$ cat src/hw/rtl/bgd_pkg.sv
// Shared types and constants for the button gesture detector.
// Used by bgd_core and button_gesture_detector; depends on nothing else.
`default_nettype none

package bgd_pkg;

	localparam int TIME_BITS_DEFAULT = 32;

	localparam int CFG_DATA_W = 16;
	localparam int CFG_IDX_W  = 2;

	localparam int DEBOUNCE_W = 10;
	localparam int WINDOW_W   = 16;

	typedef enum logic [CFG_IDX_W-1:0] {
		REG_ACTIVE_LOW   = 2'd0,
		REG_DEBOUNCE     = 2'd1,
		REG_TRIPLE_WIN   = 2'd2,
		REG_LONG_PRESS   = 2'd3
	} bgd_reg_idx_t;

	localparam logic                  ACTIVE_LOW_RST = 1'b1;
	localparam logic [DEBOUNCE_W-1:0] DEBOUNCE_RST   = 10'd35;
	localparam logic [WINDOW_W-1:0]   TRIPLE_WIN_RST = 16'd1500;
	localparam logic [WINDOW_W-1:0]   LONG_PRESS_RST = 16'd2000;

	typedef struct packed {
		logic                  active_low;
		logic [DEBOUNCE_W-1:0] debounce_ms;
		logic [WINDOW_W-1:0]   triple_window_ms;
		logic [WINDOW_W-1:0]   long_press_ms;
	} bgd_cfg_t;

	typedef struct packed {
		logic debounced_pressed;
		logic sleep_request;
		logic mode_toggle;
	} bgd_result_t;

endpackage : bgd_pkg

`default_nettype wire

$ cat src/hw/rtl/bgd_core.sv
// Gesture state and per-tick evaluation: debounce, press history and hold timer.
// Depends on bgd_pkg for the configuration and result structs.
`default_nettype none

module bgd_core #(
	parameter int TIME_BITS = bgd_pkg::TIME_BITS_DEFAULT
) (
	input  wire                  clk,
	input  wire                  arst_n,
	input  wire                  step_en,
	input  wire                  pin_level,
	input  bgd_pkg::bgd_cfg_t    cfg,
	output bgd_pkg::bgd_result_t result
);
	import bgd_pkg::*;

	logic [TIME_BITS-1:0] time_q;
	logic                 acc_q;
	logic [TIME_BITS-1:0] last_change_q;
	logic [TIME_BITS-1:0] hist_q [3];
	logic [TIME_BITS-1:0] hold_start_q;
	logic                 long_done_q;

	logic                 pressed;
	logic                 change;
	logic                 new_press;
	logic [TIME_BITS-1:0] hold_eff;
	logic                 long_done_eff;
	logic [TIME_BITS-1:0] since_change;
	logic [TIME_BITS-1:0] since_oldest;
	logic [TIME_BITS-1:0] held_for;
	logic                 sleep;
	logic                 toggle;

	always_comb begin
		pressed      = cfg.active_low ? ~pin_level : pin_level;
		since_change = time_q - last_change_q;
		change       = (pressed != acc_q) && (since_change > TIME_BITS'(cfg.debounce_ms));
		new_press    = change && pressed;

		// The entry that becomes the oldest after a press is the current middle one.
		since_oldest = time_q - hist_q[1];
		sleep        = new_press && (hist_q[1] != '0) &&
			(since_oldest < TIME_BITS'(cfg.triple_window_ms));

		if (change) begin
			hold_eff = pressed ? time_q : '0;
		end else begin
			hold_eff = hold_start_q;
		end
		long_done_eff = new_press ? 1'b0 : long_done_q;
		held_for      = time_q - hold_eff;
		toggle        = pressed && (hold_eff != '0) && !long_done_eff &&
			(held_for >= TIME_BITS'(cfg.long_press_ms));

		result.debounced_pressed = change ? pressed : acc_q;
		result.sleep_request     = sleep;
		result.mode_toggle       = toggle;
	end

	always_ff @(posedge clk or negedge arst_n) begin
		if (!arst_n) begin
			time_q        <= '0;
			acc_q         <= 1'b0;
			last_change_q <= '0;
			hist_q[0]     <= '0;
			hist_q[1]     <= '0;
			hist_q[2]     <= '0;
			hold_start_q  <= '0;
			long_done_q   <= 1'b0;
		end else if (step_en) begin
			time_q <= time_q + TIME_BITS'(1);
			if (change) begin
				acc_q         <= pressed;
				last_change_q <= time_q;
			end
			if (new_press) begin
				hist_q[0] <= hist_q[1];
				hist_q[1] <= hist_q[2];
				hist_q[2] <= time_q;
			end
			hold_start_q <= hold_eff;
			long_done_q  <= long_done_eff || toggle;
		end
	end

	a_time_advances: assert property (@(posedge clk) disable iff (!arst_n)
		step_en |=> time_q == $past(time_q) + TIME_BITS'(1))
		else $error("tick counter did not advance by one");

	a_sleep_on_press: assert property (@(posedge clk) disable iff (!arst_n)
		step_en && result.sleep_request |=> acc_q && hist_q[2] == $past(time_q))
		else $error("sleep request without a recorded press");

	a_toggle_marks_done: assert property (@(posedge clk) disable iff (!arst_n)
		step_en && result.mode_toggle |=> long_done_q)
		else $error("mode toggle did not mark the hold as done");

	a_toggle_once: assert property (@(posedge clk) disable iff (!arst_n)
		long_done_q && !new_press |-> !result.mode_toggle)
		else $error("second mode toggle within one hold");

	a_release_clears_hold: assert property (@(posedge clk) disable iff (!arst_n)
		step_en && change && !pressed |=> hold_start_q == '0 && !acc_q)
		else $error("accepted release left a hold running");

endmodule : bgd_core

`default_nettype wire

$ cat src/hw/rtl/button_gesture_detector.sv
// Button gesture detector: debounce, triple-press sleep request, long-press mode toggle.
//
// One beat on the input channel is one millisecond tick carrying the raw pin level;
// every input beat yields exactly one output beat with the debounced pressed state
// and the two one-tick pulses (sleep request, mode toggle).
// Path: an input beat is held in an input register and evaluated into the output
// register as soon as that register is empty or being emptied. Throughput: one beat per
// cycle while the receiver keeps out_ready high; the evaluation is a few subtractions
// and compares of the time counter width between those two registers.
// A stalled receiver holds the output register; the input register still drains
// into it as soon as it frees, and in_ready falls only while both are full.
// Reset clears the tick counter, the press history and the hold timer and loads the
// register defaults (active low, 35 ms debounce, 1500 ms window, 2000 ms long press).
// The first accepted change after reset needs a tick time above the debounce time.
// Configuration writes take effect at once and belong in idle periods.
// Depends on bgd_pkg and bgd_core.
`default_nettype none

module button_gesture_detector #(
	parameter int TIME_BITS = bgd_pkg::TIME_BITS_DEFAULT
) (
	input  wire                           clk,
	input  wire                           arst_n,
	input  wire                           cfg_wr_en,
	input  wire  [bgd_pkg::CFG_IDX_W-1:0] cfg_index,
	input  wire  [bgd_pkg::CFG_DATA_W-1:0] cfg_data,
	input  wire                           in_valid,
	output logic                          in_ready,
	input  wire                           pin_level,
	output logic                          out_valid,
	input  wire                           out_ready,
	output logic                          debounced_pressed,
	output logic                          sleep_request,
	output logic                          mode_toggle
);
	import bgd_pkg::*;

	bgd_cfg_t    cfg_q;
	logic        valid_s1;
	logic        pin_s1;
	logic        out_valid_q;
	bgd_result_t res_q;
	bgd_result_t res_next;
	logic        advance;

	always_ff @(posedge clk or negedge arst_n) begin
		if (!arst_n) begin
			cfg_q.active_low       <= ACTIVE_LOW_RST;
			cfg_q.debounce_ms      <= DEBOUNCE_RST;
			cfg_q.triple_window_ms <= TRIPLE_WIN_RST;
			cfg_q.long_press_ms    <= LONG_PRESS_RST;
		end else if (cfg_wr_en) begin
			unique case (bgd_reg_idx_t'(cfg_index))
				REG_ACTIVE_LOW: cfg_q.active_low       <= cfg_data[0];
				REG_DEBOUNCE:   cfg_q.debounce_ms      <= cfg_data[DEBOUNCE_W-1:0];
				REG_TRIPLE_WIN: cfg_q.triple_window_ms <= cfg_data[WINDOW_W-1:0];
				REG_LONG_PRESS: cfg_q.long_press_ms    <= cfg_data[WINDOW_W-1:0];
			endcase
		end
	end

	// The held beat moves on whenever the output register is empty or being emptied.
	assign advance  = valid_s1 && (!out_valid_q || out_ready);
	assign in_ready = !valid_s1 || advance;

	always_ff @(posedge clk or negedge arst_n) begin
		if (!arst_n) begin
			valid_s1 <= 1'b0;
		end else if (in_ready) begin
			valid_s1 <= in_valid;
		end
	end

	always_ff @(posedge clk) begin
		if (in_valid && in_ready) begin
			pin_s1 <= pin_level;
		end
	end

	bgd_core #(
		.TIME_BITS(TIME_BITS)
	) u_core (
		.clk      (clk),
		.arst_n   (arst_n),
		.step_en  (advance),
		.pin_level(pin_s1),
		.cfg      (cfg_q),
		.result   (res_next)
	);

	always_ff @(posedge clk or negedge arst_n) begin
		if (!arst_n) begin
			out_valid_q <= 1'b0;
		end else if (advance) begin
			out_valid_q <= 1'b1;
		end else if (out_ready) begin
			out_valid_q <= 1'b0;
		end
	end

	always_ff @(posedge clk) begin
		if (advance) begin
			res_q <= res_next;
		end
	end

	assign out_valid         = out_valid_q;
	assign debounced_pressed = res_q.debounced_pressed;
	assign sleep_request     = res_q.sleep_request;
	assign mode_toggle       = res_q.mode_toggle;

	a_no_overwrite: assert property (@(posedge clk) disable iff (!arst_n)
		out_valid_q && !out_ready |-> !advance)
		else $error("result register overwritten while stalled");

	a_full_blocks_input: assert property (@(posedge clk) disable iff (!arst_n)
		valid_s1 && out_valid_q && !out_ready |-> !in_ready)
		else $error("input taken with both stages full");

	a_advance_fills_output: assert property (@(posedge clk) disable iff (!arst_n)
		advance |=> out_valid_q)
		else $error("evaluated beat not offered at the output");

endmodule : button_gesture_detector

`default_nettype wire

$ cat config.mk
export PLATFORM = sky130hd
export DESIGN_NAME = button_gesture_detector
export DESIGN_NICKNAME = d
export VERILOG_FILES = /design/src/hw/rtl/bgd_pkg.sv /design/src/hw/rtl/bgd_core.sv /design/src/hw/rtl/button_gesture_detector.sv
export SDC_FILE = /design/constraint.sdc
export NUM_CORES = 1
export LEC_CHECK = 0
export ABC_AREA = 1
export BUFFER_PORTS_ARGS = -buffer_cell sky130_fd_sc_hd__buf_2
export CAP_MARGIN = 40
export CORE_MARGIN = 3
export CORE_UTILIZATION = 60
export DETAILED_ROUTE_END_ITERATION = 10
export HOLD_SLACK_MARGIN = 0.05
export PLACE_DENSITY = 0.77
export REMOVE_ABC_BUFFERS = 1
export SLEW_MARGIN = 20
export SYNTH_ARGS = -nofsm -noshare
export SYNTH_HDL_FRONTEND = slang
export SYNTH_HIERARCHICAL = 1
export SYNTH_SLANG_ARGS = --single-unit
$ cat constraint.sdc
create_clock -name clk -period 11.02 [get_ports clk]
set_input_delay 1.102 -clock clk [delete_from_list [all_inputs] [get_ports clk]]
set_output_delay 1.102 -clock clk [all_outputs]
set_load 0.01 [all_outputs]
Word level (Yosys, flattened, before mapping). Cells that the tools add are included.

Reductions and logical operators: 25. Bitwise gates (word level): 1. Equal/unequal tests: 4. $lt $le $gt $ge: 3. Multiplexer cells: 7. Add/sub/neg operators: 4.

Operator list (number): $sub 32x32->32 (3); $mux 32 (2); $reduce_bool 32->1 (2); $add 32x1->32 const B (1); $ge 32x16->1 (1); $gt 32x10->1 (1); $lt 32x16->1 (1); $reduce_and 2->1 (6); $logic_and 1x1->1 (9); $mux 1 (5); $eq 2x2->1 const B (2); $logic_not 1->1 (3); $logic_or 1x1->1 (3); $eq 2x1->1 const B (1); $logic_not 2->1 (1); $reduce_bool 2->1 (1); $ne 1x1->1 (1); $not 1->1 (1).

Register bits after elaboration: 211. Input port bits: 24. Output and inout bits: 5.

Longest topological paths before layout.
Word-level depth: 10. Depth in mapped cells: 52.

Modules after synthesis. The synthesis kept the hierarchy.

Modules (own cells, without submodules): bgd_core (cells each 2092, times used 1, sequential area each 4053.9 sq um, area each 13989.7 sq um); button_gesture_detector (cells each 210, times used 1, sequential area each 1267.5 sq um, area each 2039.5 sq um).

Worst setup path after synthesis. OpenSTA, ideal clock, no wires.

Path type: register -> register. From: reg u_core.time_q[1]. To: reg res_q (netlist bit mode_toggle) (data pin). Slack: 5011 ps. Stages on the path, launching flop included: 51. Clock period less this slack: 6009 ps. Setup time: 251 ps. Arrival: 5758 ps. Path through: dfrtp_1 -> inv_1 -> fa_1 -> inv_1 -> nand2_1 -> nand2_1 -> and2_1 -> xor2_1 -> ha_1 -> nand2_1 -> nor2_1 -> nand2_1 -> nand2_1 -> nand2_1 -> nand2_1 -> nand2_1 -> nand2_1 -> nor2_1 -> [... 15 more ...] -> a21oi_1 -> o21ai_0 -> a21oi_1 -> o21bai_1 -> a21oi_1 -> nor2_1 -> nor2_1 -> o221ai_1 -> a21oi_1 -> nand3_1 -> nor2_1 -> nand2_1 -> nor2_1 -> nand2_1 -> nor2_1 -> nand2_1 -> and2_1 -> buf_4.

Cells in the longest elaborated chain, start to end: 8. Elaborated cells on any way between the ends: 14. Those cells by class: add/sub: 2; order compare: 2; mux: 3; reduce/logical: 7.

Ends and longest elaborated chain: start: declaration (line bgd_core.sv:17) `logic [TIME_BITS-1:0] time_q;`; start signal: assignment (line bgd_core.sv:72) `time_q <= time_q + TIME_BITS'(1);`; parallel branches: the longest is 7 deep, another holds $sub 32x32->32; $logic_and 1x1->1 * (line bgd_core.sv:53) `toggle = pressed && (hold_eff != '0) && !long_done_eff &&`; named net u_core.toggle (line bgd_core.sv:33) `logic toggle;`; end signal: assignment (line button_gesture_detector.sv:103) `res_q <= res_next;`; end: declaration (line button_gesture_detector.sv:42) `bgd_result_t res_q;`.

Mark *: on every way through the listed nets, which the timed path passes. A chain may end at the register's enable or synchronous reset.

==> summary.md <==
| Metric | Value |
|---|---|
| Outcome | finished clean |
| First-pass DRT Iterations | 5 |
| Largest net degree at the start of global routing | 80 |
| Grt ovf | 0 |
| Clock skew | 29.78 ps |
| Average wire per standard cell | 16.42 um |
| Post-CTS Resized | 0 |
| DRC viols | 0 |
| Final nets | 2476 |
| CP Capture Type | flip-flop |
| Tmin final | 6950 ps |
| Die height | 169.4 um |
| Max-Cap Viols | 0 |
| Int Power | 2.650 mW |
| FF+latch count, synth | 211 |
| Fillers | 2361 |
| Worst Tran Pin Value | 844.2 ps |
| Initial Utilization | 0.6134 |
| FP Rows | 59 |
| Number of DRC markers in iteration 0 | 1067 |
| Yosys cell types | 49 |
| Combinational share of power | 0.636 |
| Hold Vio Cnt, Final | 0 |
| CTS tree | yes |
| Crit Path Max Fanout | 23 |
| Layout cell share with drive strength beyond 1 | 0.06738 |
| Worst-path cell with the longest stage delay | dfrtp_1 |
| Most numerous cell on the critical path | nand2_1 |
| Mean post-synth cell area | 6.963 um2 |
| Fmax | 143.9 MHz |
| Vias in the first global route | 14290 |
| Final Worst Setup Slack | 4070 ps |
| Worst Hold Path EP | cfg_q[20] |
| GRT busiest layer | met2 |
| Top_reg_cell synth | dfrtp_1 |
| Max-slew headroom | 0.4372 |
| Seq pwr share | 0.216 |
| Initial antenna violation count | 0 |
| Port buffer count | 28 |
| R2r startpoint | u_core/time_q[1] |
| Clk pwr share | 0.148 |
| CP max stage delay | 630 ps |
| Post-synthesis sequential area ratio | 0.3320 |
| Yosys warns | 6 |
| Final Core Density | 0.6613 |
| TritonCTS buffer count | 23 |
| Hold Crit Class | reg -> reg |
| Crit path buf inv count | 5 |
| DRT antenna net count | 0 |
| Startpoint types | flip-flop |
| PwrDens | 303.8 nW/um2 |
| Core ar. | 26130 um2 |
| Crit Path Category | reg -> reg |
| Arr. time, crit path | 7210 ps |
| Routability cong. | 0.9387 |
| Setup violators final | 0 |
| FF-to-FF End | mode_toggle |
| Clock transition at the registers of the reported paths | 60 ps |
| Routed WL | 43750 um |
| Vias per cell | 5.552 |
| Die width | 169.4 um |
| Die Area | 28710 um2 |
| Unrepaired setup endpoints after global routing | false |
| Setup crit start | u_core/time_q[1] |
| Met2 Resource Use GR | 0.4992 |
| Worst Path Required | 11290 ps |
| Dpl ws | 4177 ps |
| Sw power | 2.599 mW |
| P&R area growth vs syn | 7.814% |
| Leak | 9.162 nW |
| Via count | 14800 |
| Period utilisation layout | 0.6307 |
| Synth async-reset ratio | 0.9810 |
| Post-DP HPWL | 34470 um |
| Worst vdd ir | 230.5 uV |
| Clk buf depth | 3 |
| Worst-Skew Late Latency | 530 ps |
| CTS root buf | clkbuf_16 |
| Hold wc startpoint | cfg_q[20] |
| Hold Path Cell Cnt | 2 |
| Grt met3 use | 0.03937 |
| Post-cts hold buffer count | 0 |
| Flop2flop setup slack | 4070 ps |
| TritonCTS Sinks | 211 |
| ANT cells | 0 |
| Sw frac | 0.4952 |
| GRT Total Usage | 0.3055 |
| Max Transition Viols Final | 0 |
| Setup TNS | 0 ps |
| Gate Count Post-Synth | 2302 |
| CP delay by family, top | simple AND/OR/NAND/NOR gates |
| Post-CTS Setup Repair Bufs | 0 |
| H-Tree Depth | 1 |
| Number of synthesized flops with an enable pin | 4 |
| Cells on worst reg2reg path | 43 |
| I/O pin cnt | 29 |
| Met1 Track Usage GR | 0.4228 |
| Post-Syn Area | 16030 um2 |
| First-pass GRT wire length | 71070 um |
## worst min-delay path, cell delays in order, from the launching register on
cell and delay [ps]:
dfstp_2 370, nand2_1 50, nand2_1 40
## state kept, by name (all words and copies together) (netlist names)
name	flops
u_core/hist_q	64
cfg_q	43
u_core/hold_start_q	32
u_core/last_change_q	32
u_core/time_q	32
debounced_pressed	1
mode_toggle	1
out_valid	1
pin_s1	1
sleep_request	1
u_core/acc_q	1
u_core/long_done_q	1
valid_s1	1
## through the flow
step	hold slack, ps	cell area (um2)	total power, mW	std cells
after floorplan	441.9	15790	3.606	2250
after global placement	451.6	16420	4.309	2619
after detailed placement	456.1	16520	4.422	2623
after CTS	465.9	17280	5.229	2665
after global routing	476.7	17280	5.782	2665
final	464.9	17280	5.250	2665
## power groups by stage
stage	sequential, mW	clock, mW	combinational, mW
floorplan	1.10	0	2.50
global placement	1.13	0	3.17
detailed placement	1.14	0	3.28
CTS	1.13	0.783	3.31
global route	1.16	0.815	3.81
finish	1.14	0.776	3.34
## how the worst max path moves through the flow
stage                             end  slack, ps  cells after the start
detailed placement        mode_toggle       4180                     45
finish                    mode_toggle       4070                     43
global placement          mode_toggle       4060                     48
CTS                       mode_toggle       4130                     45
global route              mode_toggle       3300                     45
floorplan           u_core/hist_q[16]       4140                     24
## placed cells by master (no fill, tap or decap), types with 6 or more instances in the layout
| master | count |
|---|---|
| nor2_2 | 9 |
| dfrtp_1 | 190 |
| dfstp_2 | 17 |
| inv_1 | 404 |
| o21ai_0 | 145 |
| nand3_1 | 72 |
| nand3b_1 | 8 |
| o22ai_1 | 45 |
| nand2_1 | 649 |
| a21oi_1 | 124 |
| inv_2 | 8 |
| nand3_2 | 8 |
| clkbuf_16 | 23 |
| buf_2 | 27 |
| nand2_2 | 21 |
| xor2_1 | 67 |
| buf_4 | 6 |
| ha_1 | 137 |
| nor4_1 | 11 |
| nor3_1 | 22 |
| xnor2_1 | 10 |
| nand4_1 | 79 |
| nor2_1 | 156 |
| a21o_1 | 6 |
## per-layer routing
metal,share of wire,vias up,wire length (um)
li1,-,7415,-
met1,0.44,6845,19190
met2,0.46,445,20020
met3,0.065,90,2861
met4,0.038,0,1676
met5,0,-,0
## cells in the mapped netlist, types with 5 or more instances
cell	instances	area share
nand4_1	79	0.031
nand3_1	72	0.022
buf_2	13	0.0041
nand3_2	8	0.0050
nand2_2	21	0.0082
and2_1	5	0.0020
o21a_1	5	0.0023
dfstp_2	17	0.028
a21o_1	6	0.0028
nor4_1	11	0.0043
a21oi_1	124	0.039
nand3b_1	8	0.0037
xor2_1	67	0.037
nand2_1	649	0.15
buf_4	7	0.0033
nor2_1	158	0.037
clkbuf_1	28	0.0066
inv_1	405	0.095
o21ai_0	145	0.045
o211ai_1	5	0.0023
xnor2_1	10	0.0055
inv_2	7	0.0016
nor2_2	9	0.0035
nor3_1	22	0.0069
o22ai_1	45	0.018
dfrtp_1	190	0.30
ha_1	137	0.11
## cell type report
class / count / area, um2 / share of cell area
flip-flops and latches: 211 / 5321 / 0.3079
clock buffers: 29 / 638.1 / 0.03692
well taps: 335 / 419.2 / 0.02425
multi-input cells: 1624 / 8927 / 0.5166
clock inverters: 13 / 121.4 / 0.007023
repair buffers: 38 / 296.5 / 0.01716
inverters: 415 / 1558 / 0.09014
## logic make-up (layout without fill, tap and decap cells)
group	count (synthesis)	count (layout)	share of synthesized area
buffers and inverters	467	495	0.1120
AO/OA/AOI/OAI	351	351	0.1194
XOR/XNOR	77	77	0.04207
flip-flops	211	211	0.3320
AND/OR/NAND/NOR	1057	1057	0.2851
adder cells (fa/ha/maj)	139	139	0.1094
Note: power is estimated with default switching activity, not from simulation.
